File: src/byte_range_spec_parser_core_macros.svh
// ----------------------------------------------------------------------------
// Assertion macros for the byte range parser
// Shared immediate-implication and next-cycle-implication property forms.
// ----------------------------------------------------------------------------
`ifndef BYTE_RANGE_SPEC_PARSER_CORE_MACROS_SVH
`define BYTE_RANGE_SPEC_PARSER_CORE_MACROS_SVH

// The consequent must hold in the same cycle as the antecedent.
`define BRSP_ASSERT_SAME(label, clk, rst, ante, cons, msg) \
  label: assert property (@(posedge clk) disable iff (rst) (ante) |-> (cons)) \
    else $error(msg);

// The consequent must hold in the cycle after the antecedent.
`define BRSP_ASSERT_NEXT(label, clk, rst, ante, cons, msg) \
  label: assert property (@(posedge clk) disable iff (rst) (ante) |=> (cons)) \
    else $error(msg);

`endif

File: src/brsp_pkg.sv
// ----------------------------------------------------------------------------
// Byte range parser package
// Widths, character constants, token and phase types shared by the parser.
// ----------------------------------------------------------------------------
package brsp_pkg;

  // Width of the start and end accumulators.
  localparam int OFF_W   = 48;
  // Width of the signed offset fields of a result.
  localparam int FIELD_W = 49;

  // Depth of the token queue between the classifier and the parser.
  localparam int Q_DEPTH = 2;
  localparam int Q_PTR_W = (Q_DEPTH > 1) ? $clog2(Q_DEPTH) : 1;
  localparam int Q_CNT_W = $clog2(Q_DEPTH + 1);

  localparam logic [7:0] CHAR_0     = 8'h30;
  localparam logic [7:0] CHAR_9     = 8'h39;
  localparam logic [7:0] CHAR_SPACE = 8'h20;
  localparam logic [7:0] CHAR_DASH  = 8'h2d;
  localparam logic [7:0] CHAR_COMMA = 8'h2c;
  localparam logic [7:0] CHAR_NUL   = 8'h00;

  localparam logic [1:0] OUT_MORE  = 2'd0;
  localparam logic [1:0] OUT_LAST  = 2'd1;
  localparam logic [1:0] OUT_UNSAT = 2'd2;

  localparam logic signed [FIELD_W-1:0] FIELD_NONE = '1;

  typedef enum logic [2:0] {
    CH_SPACE,
    CH_DASH,
    CH_COMMA,
    CH_NUL,
    CH_DIGIT,
    CH_OTHER
  } char_class_t;

  typedef struct packed {
    char_class_t cls;
    logic [3:0]  digit;
  } token_t;

  typedef enum logic [2:0] {
    PH_LEAD,
    PH_START,
    PH_AFT_START,
    PH_AFT_DASH,
    PH_END_FIRST,
    PH_END,
    PH_AFT_END,
    PH_SWALLOW
  } phase_t;

  // Zero-extends or truncates an accumulator into a result field.
  function automatic logic signed [FIELD_W-1:0] to_field(input logic [OFF_W-1:0] a);
    logic [OFF_W+FIELD_W-1:0] w;
    w = {{FIELD_W{1'b0}}, a};
    return w[FIELD_W-1:0];
  endfunction

endpackage

File: src/brsp_front.sv
// ----------------------------------------------------------------------------
// Byte range parser front end
// Classifies each incoming character and queues the resulting token.
// ----------------------------------------------------------------------------
module brsp_front
  import brsp_pkg::*;
(
  input  logic       clk,
  input  logic       rst,
  input  logic       in_valid,
  output logic       in_stall,
  input  logic [7:0] value_byte,
  output logic       tok_valid,
  output token_t     tok,
  input  logic       tok_pop
);

  token_t               entries [Q_DEPTH];
  logic [Q_PTR_W-1:0]   wr_ptr;
  logic [Q_PTR_W-1:0]   rd_ptr;
  logic [Q_CNT_W-1:0]   count;
  token_t               tok_in;
  logic                 push;
  logic                 pop;

  always_comb begin
    tok_in.digit = 4'(value_byte - CHAR_0);
    if (value_byte == CHAR_SPACE) begin
      tok_in.cls = CH_SPACE;
    end else if (value_byte == CHAR_DASH) begin
      tok_in.cls = CH_DASH;
    end else if (value_byte == CHAR_COMMA) begin
      tok_in.cls = CH_COMMA;
    end else if (value_byte == CHAR_NUL) begin
      tok_in.cls = CH_NUL;
    end else if (value_byte inside {[CHAR_0:CHAR_9]}) begin
      tok_in.cls = CH_DIGIT;
    end else begin
      tok_in.cls = CH_OTHER;
    end
  end

  assign in_stall  = (count == Q_CNT_W'(Q_DEPTH));
  assign tok_valid = (count != '0);
  assign tok       = entries[rd_ptr];
  assign push      = in_valid && !in_stall;
  assign pop       = tok_pop && tok_valid;

  always_ff @(posedge clk) begin
    if (push) begin
      entries[wr_ptr] <= tok_in;
    end
  end

  always_ff @(posedge clk) begin
    if (rst) begin
      wr_ptr <= '0;
      rd_ptr <= '0;
      count  <= '0;
    end else begin
      if (push) begin
        wr_ptr <= (wr_ptr == Q_PTR_W'(Q_DEPTH - 1)) ? '0 : wr_ptr + 1'b1;
      end
      if (pop) begin
        rd_ptr <= (rd_ptr == Q_PTR_W'(Q_DEPTH - 1)) ? '0 : rd_ptr + 1'b1;
      end
      if (push && !pop) begin
        count <= count + 1'b1;
      end else if (pop && !push) begin
        count <= count - 1'b1;
      end
    end
  end

endmodule

File: src/brsp_back.sv
// ----------------------------------------------------------------------------
// Byte range parser back end
// Runs the range grammar on queued tokens and holds the result register.
// ----------------------------------------------------------------------------
`include "byte_range_spec_parser_core_macros.svh"

module brsp_back
  import brsp_pkg::*;
(
  input  logic                      clk,
  input  logic                      rst,
  input  logic                      tok_valid,
  input  token_t                    tok,
  output logic                      tok_pop,
  output logic                      out_valid,
  input  logic                      out_stall,
  output logic signed [FIELD_W-1:0] range_start,
  output logic signed [FIELD_W-1:0] range_end,
  output logic signed [FIELD_W-1:0] suffix_length,
  output logic [1:0]                outcome
);

  phase_t             phase;
  phase_t             phase_next;
  logic [OFF_W-1:0]   start_accum;
  logic [OFF_W-1:0]   start_accum_next;
  logic [OFF_W-1:0]   end_accum;
  logic [OFF_W-1:0]   end_accum_next;
  logic               suffix_seen;
  logic               suffix_seen_next;

  logic               step;
  logic [OFF_W-1:0]   mac_in;
  logic [OFF_W+3:0]   mac_sum;
  logic               mac_ok;
  logic               start_gt_end;

  logic               do_fail;
  logic               do_done;
  logic               emit;
  logic signed [FIELD_W-1:0] emit_start;
  logic signed [FIELD_W-1:0] emit_end;
  logic signed [FIELD_W-1:0] emit_suffix;
  logic [1:0]         emit_outcome;
  logic [1:0]         range_code;
  logic               is_sep;

  assign tok_pop = tok_valid && (!emit || !out_valid || !out_stall);
  assign step    = tok_pop;

  // One shared multiply-by-ten and add; overflow when any bit lands above the accumulator.
  assign mac_in  = (phase == PH_END) ? end_accum : start_accum;
  assign mac_sum = ({4'b0, mac_in} << 3) + ({4'b0, mac_in} << 1) + (OFF_W + 4)'(tok.digit);
  assign mac_ok  = (mac_sum[OFF_W+3:OFF_W] == 4'b0);
  assign start_gt_end = (start_accum > end_accum);

  assign is_sep     = (tok.cls == CH_COMMA) || (tok.cls == CH_NUL);
  assign range_code = (tok.cls == CH_NUL) ? OUT_LAST : OUT_MORE;

  // Datapath and result decisions.
  always_comb begin
    start_accum_next = start_accum;
    end_accum_next   = end_accum;
    suffix_seen_next = suffix_seen;
    do_fail          = 1'b0;
    do_done          = 1'b0;
    emit             = 1'b0;
    emit_start       = '0;
    emit_end         = '0;
    emit_suffix      = '0;
    emit_outcome     = OUT_UNSAT;
    case (phase)
      PH_LEAD: begin
        if (tok.cls == CH_DASH) begin
          suffix_seen_next = 1'b1;
        end else if (tok.cls == CH_DIGIT) begin
          start_accum_next = OFF_W'(tok.digit);
        end else if (tok.cls != CH_SPACE) begin
          do_fail = 1'b1;
        end
      end
      PH_START: begin
        if (tok.cls == CH_DIGIT) begin
          if (mac_ok) begin
            start_accum_next = mac_sum[OFF_W-1:0];
          end else begin
            do_fail = 1'b1;
          end
        end else if (tok.cls != CH_SPACE && tok.cls != CH_DASH) begin
          do_fail = 1'b1;
        end
      end
      PH_AFT_START: begin
        if (tok.cls != CH_SPACE && tok.cls != CH_DASH) begin
          do_fail = 1'b1;
        end
      end
      PH_AFT_DASH: begin
        if (is_sep) begin
          do_done      = 1'b1;
          emit         = 1'b1;
          emit_start   = to_field(start_accum);
          emit_end     = FIELD_NONE;
          emit_suffix  = FIELD_NONE;
          emit_outcome = range_code;
        end else if (tok.cls == CH_DIGIT) begin
          end_accum_next = OFF_W'(tok.digit);
        end else if (tok.cls != CH_SPACE) begin
          do_fail = 1'b1;
        end
      end
      PH_END_FIRST: begin
        if (tok.cls == CH_DIGIT) begin
          end_accum_next = OFF_W'(tok.digit);
        end else begin
          do_fail = 1'b1;
        end
      end
      PH_END, PH_AFT_END: begin
        if (phase == PH_END && tok.cls == CH_DIGIT) begin
          if (mac_ok) begin
            end_accum_next = mac_sum[OFF_W-1:0];
          end else begin
            do_fail = 1'b1;
          end
        end else if (is_sep) begin
          if (suffix_seen) begin
            do_done      = 1'b1;
            emit         = 1'b1;
            emit_start   = FIELD_NONE;
            emit_end     = FIELD_NONE;
            emit_suffix  = to_field(end_accum);
            emit_outcome = range_code;
          end else if (start_gt_end) begin
            do_fail = 1'b1;
          end else begin
            do_done      = 1'b1;
            emit         = 1'b1;
            emit_start   = to_field(start_accum);
            emit_end     = to_field(end_accum);
            emit_suffix  = FIELD_NONE;
            emit_outcome = range_code;
          end
        end else if (tok.cls != CH_SPACE) begin
          do_fail = 1'b1;
        end
      end
      PH_SWALLOW: begin
        do_done = (tok.cls == CH_NUL);
      end
      default: begin
        do_fail = 1'b1;
      end
    endcase
    if (do_fail) begin
      emit         = 1'b1;
      emit_start   = '0;
      emit_end     = '0;
      emit_suffix  = '0;
      emit_outcome = OUT_UNSAT;
    end
    if (do_fail || do_done) begin
      start_accum_next = '0;
      end_accum_next   = '0;
      suffix_seen_next = 1'b0;
    end
  end

  // Phase transitions.
  always_comb begin
    phase_next = phase;
    if (do_fail) begin
      phase_next = (tok.cls == CH_NUL) ? PH_LEAD : PH_SWALLOW;
    end else if (do_done) begin
      phase_next = PH_LEAD;
    end else begin
      case (phase)
        PH_LEAD: begin
          if (tok.cls == CH_DASH) begin
            phase_next = PH_END_FIRST;
          end else if (tok.cls == CH_DIGIT) begin
            phase_next = PH_START;
          end
        end
        PH_START: begin
          if (tok.cls == CH_SPACE) begin
            phase_next = PH_AFT_START;
          end else if (tok.cls == CH_DASH) begin
            phase_next = PH_AFT_DASH;
          end
        end
        PH_AFT_START: begin
          if (tok.cls == CH_DASH) begin
            phase_next = PH_AFT_DASH;
          end
        end
        PH_AFT_DASH, PH_END_FIRST: begin
          if (tok.cls == CH_DIGIT) begin
            phase_next = PH_END;
          end
        end
        PH_END: begin
          if (tok.cls == CH_SPACE) begin
            phase_next = PH_AFT_END;
          end
        end
        default: begin
          phase_next = phase;
        end
      endcase
    end
  end

  always_ff @(posedge clk) begin
    if (rst) begin
      phase       <= PH_LEAD;
      start_accum <= '0;
      end_accum   <= '0;
      suffix_seen <= 1'b0;
    end else if (step) begin
      phase       <= phase_next;
      start_accum <= start_accum_next;
      end_accum   <= end_accum_next;
      suffix_seen <= suffix_seen_next;
    end
  end

  always_ff @(posedge clk) begin
    if (rst) begin
      out_valid <= 1'b0;
    end else if (step && emit) begin
      out_valid <= 1'b1;
    end else if (!out_stall) begin
      out_valid <= 1'b0;
    end
  end

  always_ff @(posedge clk) begin
    if (step && emit) begin
      range_start   <= emit_start;
      range_end     <= emit_end;
      suffix_length <= emit_suffix;
      outcome       <= emit_outcome;
    end
  end

  `BRSP_ASSERT_SAME(a_unsat_zero, clk, rst, out_valid && outcome == OUT_UNSAT,
    range_start == '0 && range_end == '0 && suffix_length == '0,
    "not-satisfiable result carries nonzero offsets")
  `BRSP_ASSERT_SAME(a_swallow_clear, clk, rst, phase == PH_SWALLOW,
    start_accum == '0 && end_accum == '0 && !suffix_seen,
    "range state not cleared while swallowing")
  `BRSP_ASSERT_NEXT(a_emit_phase, clk, rst, step && emit,
    phase == PH_LEAD || phase == PH_SWALLOW,
    "parser not restarted after a result")
  `BRSP_ASSERT_NEXT(a_hold_result, clk, rst, out_valid && out_stall,
    out_valid && $stable(outcome),
    "stalled result dropped or changed")

endmodule

File: src/byte_range_spec_parser_core.sv
// ----------------------------------------------------------------------------
// Byte range parser core
// Parses an HTTP byte-range value, one character per request, into ranges.
// ----------------------------------------------------------------------------
// The block takes the characters that follow the "bytes=" prefix of a Range
// value, one character per input request, and a zero byte ends the value.
// It sustains one character per clock cycle while the queue is not full: the
// front end classifies each character and writes it into a two-entry token
// queue, and the back end consumes one token per cycle, except a token that
// gives a result while the output register is full and stalled, with a single
// shared multiply-by-ten adder for the start and end offsets. A range result
// is registered as its closing comma or zero byte leaves the queue. The output
// register lets the parser keep consuming characters that give no result
// while a finished result waits; the input stalls only when the queue is full.
// Spaces are skipped, and three forms are recognized: "start-end", "start-"
// (end reported as -1) and "-n" (start and end -1, suffix length n). A value
// that is malformed, has a start above its end or overflows a 48-bit offset
// gives one not-satisfiable result with zero offsets, after which characters
// are dropped up to and including the terminating zero byte.
module byte_range_spec_parser_core
  import brsp_pkg::*;
(
  input  logic                      clk,
  input  logic                      rst,
  input  logic                      in_valid,
  output logic                      in_stall,
  input  logic [7:0]                value_byte,
  output logic                      out_valid,
  input  logic                      out_stall,
  output logic signed [FIELD_W-1:0] range_start,
  output logic signed [FIELD_W-1:0] range_end,
  output logic signed [FIELD_W-1:0] suffix_length,
  output logic [1:0]                outcome
);

  // Classified characters waiting for the parser.
  logic   tok_valid;
  token_t tok;
  logic   tok_pop;

  // Front end: character classification and the token queue.
  brsp_front u_front (
    .clk        (clk),
    .rst        (rst),
    .in_valid   (in_valid),
    .in_stall   (in_stall),
    .value_byte (value_byte),
    .tok_valid  (tok_valid),
    .tok        (tok),
    .tok_pop    (tok_pop)
  );

  // Back end: range grammar, offset accumulators and the result register.
  // A token that gives a result is consumed only when the result register can
  // take a new request; other tokens go through while a result waits, so a
  // stalled result never blocks more than the queue depth of input.
  brsp_back u_back (
    .clk           (clk),
    .rst           (rst),
    .tok_valid     (tok_valid),
    .tok           (tok),
    .tok_pop       (tok_pop),
    .out_valid     (out_valid),
    .out_stall     (out_stall),
    .range_start   (range_start),
    .range_end     (range_end),
    .suffix_length (suffix_length),
    .outcome       (outcome)
  );

endmodule
File: config.mk
export PLATFORM = sky130hd
export DESIGN_NAME = byte_range_spec_parser_core
export DESIGN_NICKNAME = d
export VERILOG_FILES = /design/src/brsp_pkg.sv /design/src/brsp_front.sv /design/src/brsp_back.sv /design/src/byte_range_spec_parser_core.sv
export VERILOG_INCLUDE_DIRS = /design/src /design/src/src
export SDC_FILE = /design/constraint.sdc
export NUM_CORES = 1
export LEC_CHECK = 0
export BUFFER_PORTS_ARGS = -buffer_cell sky130_fd_sc_hd__buf_4
export CORE_MARGIN = 5
export CORE_UTILIZATION = 35
export DETAILED_ROUTE_END_ITERATION = 12
export GPL_ROUTABILITY_DRIVEN = 1
export RECOVER_POWER = 50
export SETUP_SLACK_MARGIN = 0.15
export SLEW_MARGIN = 10
export SYNTH_ARGS = -nofsm -noshare
export SYNTH_HDL_FRONTEND = slang
export SYNTH_SLANG_ARGS = --single-unit
File: constraint.sdc
create_clock -name clk -period 13.4 [get_ports clk]
set_clock_uncertainty 0.05 [all_clocks]
set_input_delay 2.01 -clock clk [delete_from_list [all_inputs] [get_ports clk]]
set_output_delay 2.01 -clock clk [all_outputs]
set_load 0.01 [all_outputs]
* Yosys cells after proc, flatten, opt, wreduce, memory -nomap -nowiden *
Memory sizes are Yosys's and may differ from the RTL's. A register that Yosys moved wholly into a read port is not among the register bits.
Index checks and enable logic that the tools add are counted.

word-level totals
  RAM bits = 14
  word-level logic and storage cells = 172
  bits in registers = 254
  memories kept = 1

memories
  name             words  bits a word  rd ports  clocked after Yosys merged registers in  wr ports  line              source
  u_front.entries  2      7            1         1                                        1         brsp_front.sv:18  token_t entries [Q_DEPTH];

operators by class
  muxes and demuxes = 85
  reductions and logical operators = 37
  eq/ne operators = 27
  add/subtract/negate cells = 7
  order comparisons = 3

operators with widths
  operator            number
  $mux 48             13
  $mux 49             11
  $pmux 49 s2         3
  $pmux 48 s3         1
  $pmux 48 s2         1
  $add 51x49->52      1
  $add 52x4->52       1
  $gt 48x48->1        1
  $mux 3              13
  $mux 1              31
  $eq 8x6->1 const B  3
  $ne 3x1->1 const B  6
  $eq 3x3->1 const B  5
  $pmux 3 s5          1
  $mux 2              7
  $eq 3x2->1 const B  4
  $reduce_and 5->1    2
  $logic_and 1x1->1   9
  $ge 8x6->1 const B  1
  $le 8x6->1 const B  1
  $logic_not 8->1     1
  $reduce_bool 2->1   4
  $reduce_bool 7->1   1
  $eq 3x1->1 const B  2
  24 further kinds    36

* Longest topological paths before layout *
  depth after elaboration = 17
  depth in mapped cells = 23
  gate-level depth less buffers = 20

* Cells and area by module *
From an unflattened synthesis, not the netlist that was laid out.

second synthesis, totals
  cell total of the unflattened synthesis = 1,781
  area, all modules = 16,250.6 um^2

by module, submodules not included
  module      area each (um^2)  seq. area each (um^2)  cells each  times used
  brsp_back   15,437.3          6,496.2                1,721       1
  brsp_front  813.3             520.5                  60          1

* Least setup slack after synthesis *
Ideal clock, no wire load.

  path kind = reg2reg
  start = reg u_back.phase[1]
  end = reg u_back.outcome[0], enable pin
  buffers on the path = 2
  arrival time = 7,884 ps
  required time = 12,824 ps
  setup slack = 4,941 ps
  cell stages (with the launch flop) = 19
  library setup time = 526 ps
  cell sequence = dfxtp_1 -> clkbuf_1 -> nand3b_1 -> clkbuf_1 -> nand2_1 -> o21a_1 -> fa_1 -> inv_1 -> ha_1 -> a211oi_1 -> o21ai_1 -> and3_1 -> a41o_1 -> a31oi_1 -> o31ai_1 -> a311o_1 -> or3_1 -> a41oi_2 -> and2_1

on the way
  longest elaborated chain between the ends = 14
  elaborated cells between the ends (all ways) = 25
  classes of those cells = add/sub (2); eq/ne (6); mux (8); reduce/logical (9)

RTL lines
  element                           line                                                source
  from (decl)                       brsp_back.sv:23                                     phase_t phase;
  from (signal assigned)            brsp_back.sv:221                                    phase <= phase_next;
  $eq 3x3->1                        brsp_back.sv:52, brsp_back.sv:72, brsp_back.sv:120
  $mux 48                           brsp_back.sv:52                                     assign mac_in = (phase == PH_END) ? end_accum : start_accum;
  $add 51x49->52                    brsp_back.sv:53                                     assign mac_sum = ({4'b0, mac_in} << 3) + ({4'b0, mac_in} << 1) + (OFF_W + 4)'(tok.digit);
  $add 52x4->52                     brsp_back.sv:53
  $logic_not 4->1                   brsp_back.sv:54                                     assign mac_ok = (mac_sum[OFF_W+3:OFF_W] == 4'b0);
  $mux 1                            brsp_back.sv:84, brsp_back.sv:121
  $mux 1, on equally long branches  brsp_back.sv:120, brsp_back.sv:83
  $pmux 1 s6                        brsp_back.sv:72                                     case (phase)
  $mux 1 (*)                        brsp_back.sv:155                                    if (do_fail) begin
  $logic_not 1->1                   brsp_back.sv:48                                     assign tok_pop = tok_valid && (!emit || !out_valid || !out_stall);
  $logic_or 1x1->1 (2 in a row)     brsp_back.sv:48
  $logic_and 1x1->1                 brsp_back.sv:48
  $logic_and 1x1->1 (*)             brsp_back.sv:239                                    if (step && emit) begin
  to (signal assigned)              brsp_back.sv:243                                    outcome <= emit_outcome;
  to (decl)                         brsp_back.sv:20                                     output logic [1:0] outcome

Mark *: on every way between the ends. The rest lies on a longest branch, timed or not.
A chain may end at the register's enable or synchronous reset.

* Final worst setup path *
  start = reg u_back.phase[1]
  end = reg u_back.end_accum[40]

on the way
  longest elaborated chain between the ends = 14
  elaborated cells between the ends (all ways) = 36
  classes of those cells = add/sub (2); eq/ne (10); mux (13); reduce/logical (11)

RTL lines
  element                            line                                                source
  $eq 3x3->1                         brsp_back.sv:52, brsp_back.sv:72, brsp_back.sv:120
  $mux 48                            brsp_back.sv:52
  $add 51x49->52                     brsp_back.sv:53
  $add 52x4->52                      brsp_back.sv:53
  $logic_not 4->1                    brsp_back.sv:54
  $mux 1                             brsp_back.sv:84, brsp_back.sv:121
  $mux 1, on equally long branches   brsp_back.sv:120, brsp_back.sv:83
  $pmux 1 s6                         brsp_back.sv:72
  $mux 1                             brsp_back.sv:155
  $logic_not 1->1                    brsp_back.sv:48
  $logic_or 1x1->1 (2 in a row)      brsp_back.sv:48
  $logic_and 1x1->1                  brsp_back.sv:48
  $reduce_and 5->1 (no source line)  n/a
  to (signal assigned)               brsp_back.sv:223                                    end_accum <= end_accum_next;
  to (decl)                          brsp_back.sv:27                                     logic [OFF_W-1:0] end_accum;

Several ways; a longest one is shown, not always the timed one. The select of a mux whose other input is x is not followed.

==> flow_metrics.py <==
metrics = {
    "run_status": {
        "status": "finished, violations left",
        "violations": "capacitance limit, slew limit",
    },
    "power_and_ir_drop": {
        "leakagePower_nw": 7.42,
        "pwr_density_cell_mw_per_mm2": 169,
        "ir_drop_uv": 129,
        "p_sw_frac": 0.380,
        "power_switching_mw": 1.19,
        "pwr-share-clk": 0.256,
        "pwr-share-comb": 0.342,
        "seqPwrFrac": 0.403,
        "intPower_mw": 1.95,
    },
    "layout": {
        "final_nets": 2101,
        "final_cell_mix": "nand2_1, nor2_1, clkbuf_1, edfxtp_1, o21ai_0",
        "insertedDiodeCount": 0,
        "final_layout_size_suffix_gt1_frac": 0.0447,
        "syn_to_final_growth_pct": 12.1,
        "fill_cells": 4731,
        "seqCellArea_mm2": 0.00702,
        "final_common_cell": "nand2_1",
        "multi_input_area_mm2": 0.00889,
        "stdcell_count": 2574,
    },
    "sta": {
        "min_period_ps": 8210,
        "slew_viol_final": 233,
        "setup-violations-final": 0,
        "rsz0062_at_grt": "no",
        "slew_headroom": -1.59,
        "fmax_mhz": 122,
        "finalSetupTns_ps": 0,
        "worstMarginPinSlew_ps": 3880,
        "finalHoldViolCount": 0,
        "fin_crit_sh": 0.613,
    },
    "clocking": {
        "holdBufCountCts": 0,
        "cts_resized": 0,
        "cts_made_buffers": 31,
        "cts_buffer_depth": 3,
        "insertion_delay_ps": 570,
        "cts-root-buf": "clkbuf_16",
        "clkTransAtPathRegs_ps": 70,
        "cts_tree": "done",
        "cts.sink_count": 269,
        "post_cts_buffers": 0,
        "htreeDepth": 1,
    },
    "drt": {
        "vias": 13600,
        "ant_nets": 0,
        "first_pass_iters": 6,
        "wl_per_cell_um": 17.6,
        "avgViaCountPerCell": 5.27,
        "finalWirelength_mm": 45.3,
        "drcViolationCount": 0,
        "first_iter_violations": 858,
    },
    "grt": {
        "grt_pass1_vias": 13700,
        "gr-total-overflow": 0,
        "grt_max_degree": 95,
        "antenna_found_initial": 1,
        "grt_use_total": 0.167,
        "grt_first_pass_wirelength_mm": 73.6,
    },
    "yosys": {
        "yosysWarnings": 0,
        "synth-seq-cells": 269,
        "syn-cell-area_mm2": 0.0166,
        "async_flop_share": 0,
        "synthCells": 1839,
        "synth-edff-count": 163,
        "synth_nets": 1997,
        "syn_avg_cell_area_um2": 9.04,
        "ys_seq_area_frac": 0.422,
        "synth_ff_type": "edfxtp_1",
        "synth.distinct_cells": 77,
    },
    "placed_design": {
        "dp_cells": 2517,
        "gp_congestion": 0.910,
        "io_buffers": 162,
        "hpwl_mm": 32.8,
    },
    "worst_setup_path": {
        "cp-end-kind": "register",
        "cp_max_fo": 63,
        "worstPathRequired_ps": 13800,
        "critPathKind": "register to register",
        "regToRegSetupSlack_ps": 5190,
        "cp-start-kind": "register",
        "cp_data_arrival_time_ps": 8610,
    },
    "hold_path": {
        "holdCritPathClass": "register to register",
    },
    "flow_run": {
        "maxCapViolations": 3,
    },
    "die": {
        "die_h_um": 228,
        "core_mm2": 0.0468,
        "die_w_um": 228,
        "io_pins": 163,
        "start_util": 0.356,
        "die_area_mm2": 0.0520,
        "row_count": 79,
    },
}
[worst max-delay path, cell delays in order, from the launching register on]
cell and delay [ps]:
dfxtp_1 790, nand3b_1 910, buf_4 590, mux2_2 410, inv_1 80, fa_1 410
inv_1 120, ha_1 260, a211oi_1 280, o21ai_1 140, and3_1 220, a41o_1 280
a31oi_1 470, o31ai_1 140, a311o_1 380, o22a_1 420, or2_4 410, o21ai_4 660
buf_4 630, mux2_1 380
[registers in the layout, summed over array words and instances (netlist names), 2 cells and up, named ones only]
signal / flops
u_back.range_start: 49
u_back.end_accum: 48
u_front.entries: 14
u_back.outcome: 2
u_back.phase: 3
u_front.count: 2
u_back.start_accum: 48
u_back.range_end: 49
u_back.suffix_length: 49
[metrics by stage]
step | power, mW | area, um2 | setup slack (ps) | hold WS, ps | util
2_1_floorplan | 2.07 | 16600 | 4940 | 415 | -
3_3_place_gp | 2.49 | 18300 | 5400 | 427 | 0.391
3_5_place_dp | 2.50 | 18300 | 5230 | 432 | 0.391
4_1_cts | 3.31 | 19200 | 5190 | 443 | 0.411
5_1_grt | 3.32 | 18600 | 4590 | 466 | 0.399
6_report | 3.15 | 18600 | 5190 | 444 | 0.399
[cell usage after synthesis (3+ instances only)]
library cell | number | area [um2]
or3_1 | 8 | 50.1
a21boi_0 | 4 | 30.0
nand3_1 | 17 | 85.1
nand2b_1 | 104 | 651
clkbuf_1 | 78 | 293
and2_1 | 6 | 37.5
o31ai_1 | 8 | 60.1
nor2b_1 | 6 | 37.5
o21a_1 | 12 | 90.1
buf_6 | 6 | 67.6
o21ai_0 | 151 | 756
a221oi_1 | 6 | 52.6
a21o_1 | 9 | 67.6
o21ai_1 | 6 | 30.0
dfxtp_1 | 106 | 2120
xnor2_1 | 25 | 219
a21oi_1 | 100 | 500
edfxtp_1 | 163 | 4890
mux2_1 | 6 | 67.6
nor4_1 | 7 | 43.8
nor2_1 | 196 | 736
nand4_1 | 20 | 125
o21bai_1 | 3 | 22.5
nand2_2 | 3 | 18.8
nand3b_1 | 16 | 120
o211ai_1 | 11 | 82.6
o221ai_1 | 4 | 35.0
nor3b_1 | 3 | 22.5
a31oi_1 | 9 | 56.3
xor2_1 | 22 | 193
nor3_1 | 16 | 80.1
a211o_1 | 3 | 26.3
inv_1 | 78 | 293
or4_1 | 7 | 52.6
a211oi_1 | 16 | 120
and3_1 | 6 | 37.5
buf_2 | 15 | 75.1
nand2_1 | 286 | 1070
o22ai_1 | 5 | 31.3
ha_1 | 144 | 1800
a2111oi_0 | 5 | 43.8
mux2i_1 | 92 | 921
[power groups by stage]
stage	clock network, mW	logic [mW]	registers [mW]
final	0.805	1.08	1.27
after global routing	0.864	1.16	1.29
after CTS	0.825	1.21	1.28
after detailed placement	0	1.21	1.29
after global placement	0	1.19	1.29
after floorplan	0	0.694	1.37
[cell type report]
cell class,count,area share
Tap cell,607,0.0407
Multi-Input combinational cell,1387,0.477
Clock buffer,36,0.0432
Sequential cell,269,0.376
Clock inverter,21,0.00839
Timing Repair Buffer,174,0.0381
Inverter,80,0.0161
[kinds of logic (layout without fill, tap and decap cells)]
group,count (synthesis),in the layout,synth area share
AOI/OAI and AO/OA,381,381,0.138
and+or+nand+nor,713,713,0.198
DFF,269,269,0.422
muxes,100,100,0.0608
buffers and inverters,183,311,0.0454
adders and majority gates,146,146,0.111
xor gates and xnor gates,47,47,0.0247
[final timing paths]
path,from,to,depth (start not counted)
max,u_back.phase[1]$_SDFFE_PP0P_,u_back.end_accum[40]$_SDFFE_PP0P_,19
min,u_back.end_accum[42]$_SDFFE_PP0P_,u_back.end_accum[42]$_SDFFE_PP0P_,2
max reg2reg,u_back.phase[1]$_SDFFE_PP0P_,u_back.end_accum[40]$_SDFFE_PP0P_,19
min reg2reg,u_back.end_accum[42]$_SDFFE_PP0P_,u_back.end_accum[42]$_SDFFE_PP0P_,2
[metal layers]
metal  share of wire  vias up  track usage
li1                -     6694            -
met1            0.48     6449        0.236
met2            0.45      351        0.271
met3           0.051       70       0.0252
met4           0.024        0       0.0433
met5               0        -            0
Note: power is estimated with default switching activity, not from simulation.
